[config.mk]
export PLATFORM = sky130hd
export DESIGN_NAME = gasm_front
export DESIGN_NICKNAME = d
export VERILOG_FILES = /design/src/rtl/gasm_pkg.sv /design/src/rtl/gasm_front.sv
export SDC_FILE = /design/constraint.sdc
export NUM_CORES = 1
export LEC_CHECK = 0
export ABC_AREA = 1
export BUFFER_PORTS_ARGS = -buffer_cell sky130_fd_sc_hd__buf_2
export CAP_MARGIN = 20
export CORE_UTILIZATION = 60
export CTS_CLUSTER_SIZE = 30
export DETAILED_ROUTE_END_ITERATION = 10
export GPL_TIMING_DRIVEN = 0
export PLACE_DENSITY = 0.93
export SYNTH_ARGS = -nofsm -noshare
export SYNTH_HDL_FRONTEND = slang
export SYNTH_SLANG_ARGS = --single-unit
[constraint.sdc]
create_clock -name clk -period 7.75 [get_ports clk]
set_clock_uncertainty 0.15 [all_clocks]
set_input_delay 1.1625 -clock clk [delete_from_list [all_inputs] [get_ports clk]]
set_output_delay 1.1625 -clock clk [all_outputs]
set_load 0.05 [all_outputs]
[src/rtl/gasm_pkg.sv]
// Shared types, constants and score arithmetic for the alignment score matrix core.
package gasm_pkg;

    localparam int MAX_COLS    = 1024;
    localparam int MAX_ROWS    = 1024;
    localparam int SCORE_WIDTH = 32;

    localparam int COL_W    = $clog2(MAX_COLS + 1);
    localparam int ROW_W    = $clog2(MAX_ROWS + 2);
    localparam int IDX_W    = (MAX_COLS > 1) ? $clog2(MAX_COLS) : 1;
    localparam int CNT_W    = (ROW_W > COL_W) ? ROW_W : COL_W;
    localparam int PROD_W   = CNT_W + 18;
    localparam int EXT_W    = ((PROD_W > SCORE_WIDTH) ? PROD_W : SCORE_WIDTH) + 1;
    localparam int MATCH_W  = 18;
    localparam int OUT_W    = 32;

    localparam int CMDQ_DEPTH = 4;
    localparam int CMDQ_AW    = 2;

    // Configuration register indexes (paddr[3:2])
    localparam logic [1:0] REG_ROW_LENGTH = 2'd0;
    localparam logic [1:0] REG_GAP        = 2'd1;
    localparam logic [1:0] REG_MISMATCH   = 2'd2;
    localparam logic [1:0] REG_STRINGENCY = 2'd3;

    typedef logic signed [SCORE_WIDTH-1:0] score_t;
    typedef logic signed [MATCH_W-1:0]     small_t;

    localparam score_t SCORE_MAX = {1'b0, {(SCORE_WIDTH - 1){1'b1}}};
    localparam score_t SCORE_MIN = {1'b1, {(SCORE_WIDTH - 1){1'b0}}};

    typedef struct packed {
        logic [10:0] row_length;
        logic [8:0]  gap_penalty;
        logic [8:0]  mismatch_score;
        logic [15:0] stringency;
    } cfg_t;

    typedef struct packed {
        logic             top;
        logic             first;
        logic             overflow;
        logic             last;
        logic [IDX_W-1:0] idx;
        score_t           up_b;
        score_t           diag_b;
        score_t           left_b;
        small_t           match;
    } cmd_t;

    typedef struct packed {
        logic [OUT_W-1:0] cell_score;
        logic             final_cell;
        logic             row_overflow;
    } result_t;

    // Saturate a wide signed value to the score range
    function automatic score_t sat_ext(input logic signed [EXT_W-1:0] v);
        logic signed [EXT_W-1:0] hi;
        logic signed [EXT_W-1:0] lo;
        hi = EXT_W'(SCORE_MAX);
        lo = EXT_W'(SCORE_MIN);
        if (v > hi)
            return SCORE_MAX;
        else if (v < lo)
            return SCORE_MIN;
        else
            return v[SCORE_WIDTH-1:0];
    endfunction

    // Border value: count times gap, in Q.8, saturated
    function automatic score_t border(input logic [CNT_W-1:0] cnt,
                                      input logic [8:0] gap);
        logic signed [CNT_W:0]    c;
        logic signed [8:0]        g;
        logic signed [CNT_W+9:0]  p;
        logic signed [PROD_W-1:0] q;
        c = $signed({1'b0, cnt});
        g = $signed(gap);
        p = c * g;
        q = {p, 8'b0};
        return sat_ext(EXT_W'(q));
    endfunction

    // Score plus a small signed term, saturated
    function automatic score_t add_sat(input score_t a, input small_t b);
        logic [SCORE_WIDTH:0] s;
        s = {a[SCORE_WIDTH-1], a} + {{(SCORE_WIDTH + 1 - MATCH_W){b[MATCH_W-1]}}, b};
        if (s[SCORE_WIDTH] != s[SCORE_WIDTH-1])
            return s[SCORE_WIDTH] ? SCORE_MIN : SCORE_MAX;
        else
            return s[SCORE_WIDTH-1:0];
    endfunction

endpackage

[src/rtl/gasm_front.sv]
// Front end: row/column tracking, border values and match classification per cell.
module gasm_front (
    input  logic              clk,
    input  logic              rst_n,
    input  gasm_pkg::cfg_t    cfg,
    input  logic              push,
    input  logic              q_full,
    input  logic              pair_linked,
    input  logic [15:0]       pair_similarity,
    input  logic              last_cell,
    output logic              accept,
    output gasm_pkg::cmd_t    cmd
);

    logic [gasm_pkg::ROW_W-1:0] row_reg;
    logic [gasm_pkg::ROW_W-1:0] row_next;
    logic [gasm_pkg::COL_W-1:0] col_reg;
    logic [gasm_pkg::COL_W-1:0] col_next;
    logic [gasm_pkg::COL_W-1:0] len_eff;
    logic [31:0]                rl32;
    logic [gasm_pkg::CNT_W-1:0] row_c;
    logic [gasm_pkg::CNT_W-1:0] col_c;
    logic [gasm_pkg::CNT_W-1:0] diag_c;
    logic [gasm_pkg::COL_W-1:0] col_m1;

    assign accept = push & ~q_full;

    // Clamp the row length to 1..MAX_COLS
    always_comb
    begin
        rl32 = 32'(cfg.row_length);
        if (rl32 == 32'd0)
            len_eff = gasm_pkg::COL_W'(1);
        else if (rl32 > 32'(gasm_pkg::MAX_COLS))
            len_eff = gasm_pkg::COL_W'(gasm_pkg::MAX_COLS);
        else
            len_eff = gasm_pkg::COL_W'(cfg.row_length);
    end

    always_comb
    begin
        row_c  = gasm_pkg::CNT_W'(row_reg);
        col_c  = gasm_pkg::CNT_W'(col_reg);
        col_m1 = col_reg - gasm_pkg::COL_W'(1);
        diag_c = (col_reg == gasm_pkg::COL_W'(1)) ? (row_c - gasm_pkg::CNT_W'(1))
                                                  : (col_c - gasm_pkg::CNT_W'(1));

        cmd.top      = (row_reg == gasm_pkg::ROW_W'(1));
        cmd.first    = (col_reg == gasm_pkg::COL_W'(1));
        cmd.overflow = (row_reg > gasm_pkg::ROW_W'(gasm_pkg::MAX_ROWS));
        cmd.last     = last_cell;
        if (32'(col_m1) >= 32'(gasm_pkg::MAX_COLS))
            cmd.idx = gasm_pkg::IDX_W'(gasm_pkg::MAX_COLS - 1);
        else
            cmd.idx = col_m1[gasm_pkg::IDX_W-1:0];
        cmd.up_b   = gasm_pkg::border(col_c, cfg.gap_penalty);
        cmd.diag_b = gasm_pkg::border(diag_c, cfg.gap_penalty);
        cmd.left_b = gasm_pkg::border(row_c, cfg.gap_penalty);
        if (pair_linked && (pair_similarity >= cfg.stringency))
            cmd.match = {2'b00, pair_similarity};
        else
            cmd.match = {cfg.mismatch_score[8], cfg.mismatch_score, 8'b0};
    end

    // Advance the counters, wrap at row end, rewind on the final cell
    always_comb
    begin
        row_next = row_reg;
        col_next = col_reg;
        if (accept)
        begin
            priority if (last_cell)
            begin
                row_next = gasm_pkg::ROW_W'(1);
                col_next = gasm_pkg::COL_W'(1);
            end
            else if (col_reg >= len_eff)
            begin
                col_next = gasm_pkg::COL_W'(1);
                if (row_reg <= gasm_pkg::ROW_W'(gasm_pkg::MAX_ROWS))
                    row_next = row_reg + gasm_pkg::ROW_W'(1);
            end
            else
            begin
                col_next = col_reg + gasm_pkg::COL_W'(1);
            end
        end
    end

    always_ff @(posedge clk or negedge rst_n)
    begin
        if (!rst_n)
        begin
            row_reg <= gasm_pkg::ROW_W'(1);
            col_reg <= gasm_pkg::COL_W'(1);
        end
        else
        begin
            row_reg <= row_next;
            col_reg <= col_next;
        end
    end

endmodule

==> metrics.csv <==
stage;metric;value;unit
outcome;status;complete, no violations;
clock_tree;cts-root-buf;clkbuf_16;
synth;synth_area_leaders;fa_1 29%, ha_1 20%, nand2_1 14%, inv_1 10%, nor2_1 4.2%;
sta;slew_headroom;55.1;%
synth;yosys_warnings;0;
route;wirelength;34200;um
synth;synth_area;0.0132;mm2
critical_path;rr_endpoint;row_c[10];
synth;ys_top_cells_by_count;494 x nand2_1, 366 x inv_1, 211 x ha_1;
grt;grt_usage;31.0;%
final_layout;drive_gt1_share;14.0;%
sta;worstMarginPinSlew;0.674;ns
synth;synth-seq-area-share;4.17;%
floorplan;start_util;62.0;%
synth;post-synth-top-area-cell;fa_1;
final_layout;diodes;0;
synth;syn-instance-count;1839;
critical_path;reg2regPathDepth;11;
placement;io_buffers;165;
sta;setup_viol_count_final;0;
critical_path;start_kind;flop;
floorplan;coreArea;0.0214;mm2
clock_tree;cts_buffers;3;
grt;grt_overflow_total;0;
sta;hold_viol_final;0;
critical_path;crit_path_start;col_c[1];
critical_path;crit_path_end_kind;output pin;
clock_tree;cts.clk_slew.worst_paths;0.06;ns
route;remaining_drc_errors;0;
synth;synth.most_common_cell;nand2_1;
floorplan;die_y;151;um
synth;ys_async_sr_fraction;100;%
placement;place_area;0.0145;mm2
clock_tree;htreeDepth;1;
placement;place_congestion;0.942;
critical_path;r2r_slack;4.94;ns
synth;synth_ff_type;dfrtp_1;
synth;netlist.area_leader.share;29.0;%
clock_tree;cts_tree;yes;
critical_path;worstPathRequired;6.44;ns
route;ant_nets;0;
critical_path;critPathArrivalTime;6.22;ns
route;wl_per_cell;14.8;um
sta;min_period;7.53;ns
final_layout;area_growth;11.1;%
clock_tree;clock_latency;0.26;ns
placement;dp_hpwl;29000;um
final_layout;fill_cells;1760;
route;dr.pass1.iters;5;
grt;grt_pass1_wl;56400;um
run;maxCapViolCount;0;
critical_path;cp_max_fo;10;
synth;synth_cell_types;42;
floorplan;die_area;0.0227;mm2
route;vias;12607;
grt;grt_pass1_vias;12681;
route;post_drt_via_cell_ratio;5.45;
clock_tree;clock_sinks;22;
synth;synth_seq_cells;22;
sta;finalMaxSlewViolations;0;
final_layout;final_nets;2510;
sta;fin_crit_sh;97.2;%
final_layout;fin_area;0.0147;mm2
sta;whs;0.505;ns
grt;grt_start_max_net_pins;23;
floorplan;dieWidth;151;um
floorplan;rows;53;
clock_tree;cts_buffer_depth;2;
route;drt_iter0_drc;991;
hold_path;hold_class;flop to flop;
synth;syn_avg_cell_area;7.20;um2
critical_path;path_class;flop to output pin;
critical_path;crit_end;cmd[75];
floorplan;ios;196;
critical_path;r2r-start;col_c[0];
grt;antenna_found_initial;0;
sta;fmax;133;MHz
synth;synth_edf_count;0;
-- worst max-delay path, stage by stage, from the launching register on --
cell	delay (ns)
dfrtp_2	0.45
clkbuf_4	0.22
inv_2	0.11
ha_1	0.21
nand2_1	0.07
nor2_1	0.14
nand3_2	0.16
buf_4	0.18
o21ai_2	0.34
inv_2	0.12
nand2_1	0.11
fa_1	0.45
fa_1	0.50
inv_1	0.05
fa_1	0.45
fa_1	0.51
fa_1	0.41
ha_1	0.35
a21oi_1	0.22
nand2_1	0.14
a21oi_2	0.20
o21ai_0	0.14
xor2_1	0.14
buf_2	0.27
-- registers in the layout, summed over array words and instances (netlist names) --
name / flops
row_c: 11
col_c: 11
-- stage by stage --
stage / setup slack (ns) / TNS [ns] / instances / util (%)
finish: 0.220 / 0 / 2313 / 68.9
CTS: 0.00177 / 0 / 2304 / 68.3
detailed placement: -0.205 / -1.61 / 2302 / 67.9
floorplan: 0.323 / 0 / 1862 / -
global placement: -0.153 / -1.09 / 2302 / 67.9
global route: -0.0480 / -0.151 / 2313 / 68.9
-- worst min-delay path by stage --
stage / from / to / depth (start not counted) / slack, ns
after floorplan: col_c[0] / col_c[0] / 3 / 0.51
after global placement: col_c[0] / col_c[3] / 4 / 0.58
after detailed placement: col_c[5] / col_c[5] / 4 / 0.59
after CTS: row_c[0] / row_c[0] / 3 / 0.56
after global routing: row_c[0] / row_c[0] / 3 / 0.53
final: row_c[0] / row_c[0] / 3 / 0.51
-- timing repair --
item                       in CTS  in global routing
buffers inserted                0                  9
setup endpoints to repair      22                 34
gates resized for setup         3                 48
pin swaps                       0                  2
hold buffers                    0                  0
-- final cells by class --
cell class	instances	area [um2]	share of cell area [%]
multi-input combinational	1361	10800	73.7
inverter	381	1430	9.74
buffer	97	548	3.72
clock buffer	3	75.1	0.510
timing repair buffer	174	918	6.24
tap	275	344	2.34
sequential	22	554	3.77
-- routing by layer --
metal / GRT usage (%) / vias up / part of all wire, %
li1: - / 5904 / -
met1: 36.5 / 5938 / 37
met2: 56.8 / 633 / 51
met3: 3.39 / 132 / 7.6
met4: 13.1 / 0 / 4.4
met5: 0 / - / 0
-- cells in the final DEF, fill, tap and decap left out, types with 4 or more instances in the layout --
cell,instances
nand2_2,8
nand3_1,65
fa_1,192
nor2_1,147
conb_1,24
nor2_2,4
o21ai_0,26
or2_2,5
nand4_1,20
xor2_1,42
dfrtp_1,19
a21o_1,5
clkbuf_4,4
clkbuf_1,33
buf_4,47
clkbuf_2,12
inv_1,363
nor3_1,6
clkinv_1,4
a21oi_1,64
ha_1,210
nand2_1,493
xnor2_1,11
buf_2,169
inv_2,13
nor2_4,4
nand3b_1,5
-- cells by family (layout without fill, tap and decap cells) --
family | count (synthesis) | after routing | synth area share [%]
adders and majority gates | 403 | 403 | 48.9
xor gates and xnor gates | 54 | 54 | 3.71
DFF | 22 | 22 | 4.17
buffers and inverters | 479 | 655 | 14.7
and+or+nand+nor | 767 | 767 | 23.7
AOI/OAI and AO/OA | 113 | 113 | 4.66
other | 1 | 24 | 0.0283
Power is not shown: default switching activity piles up to over one toggle a cycle in this logic, so the estimate is an artifact.
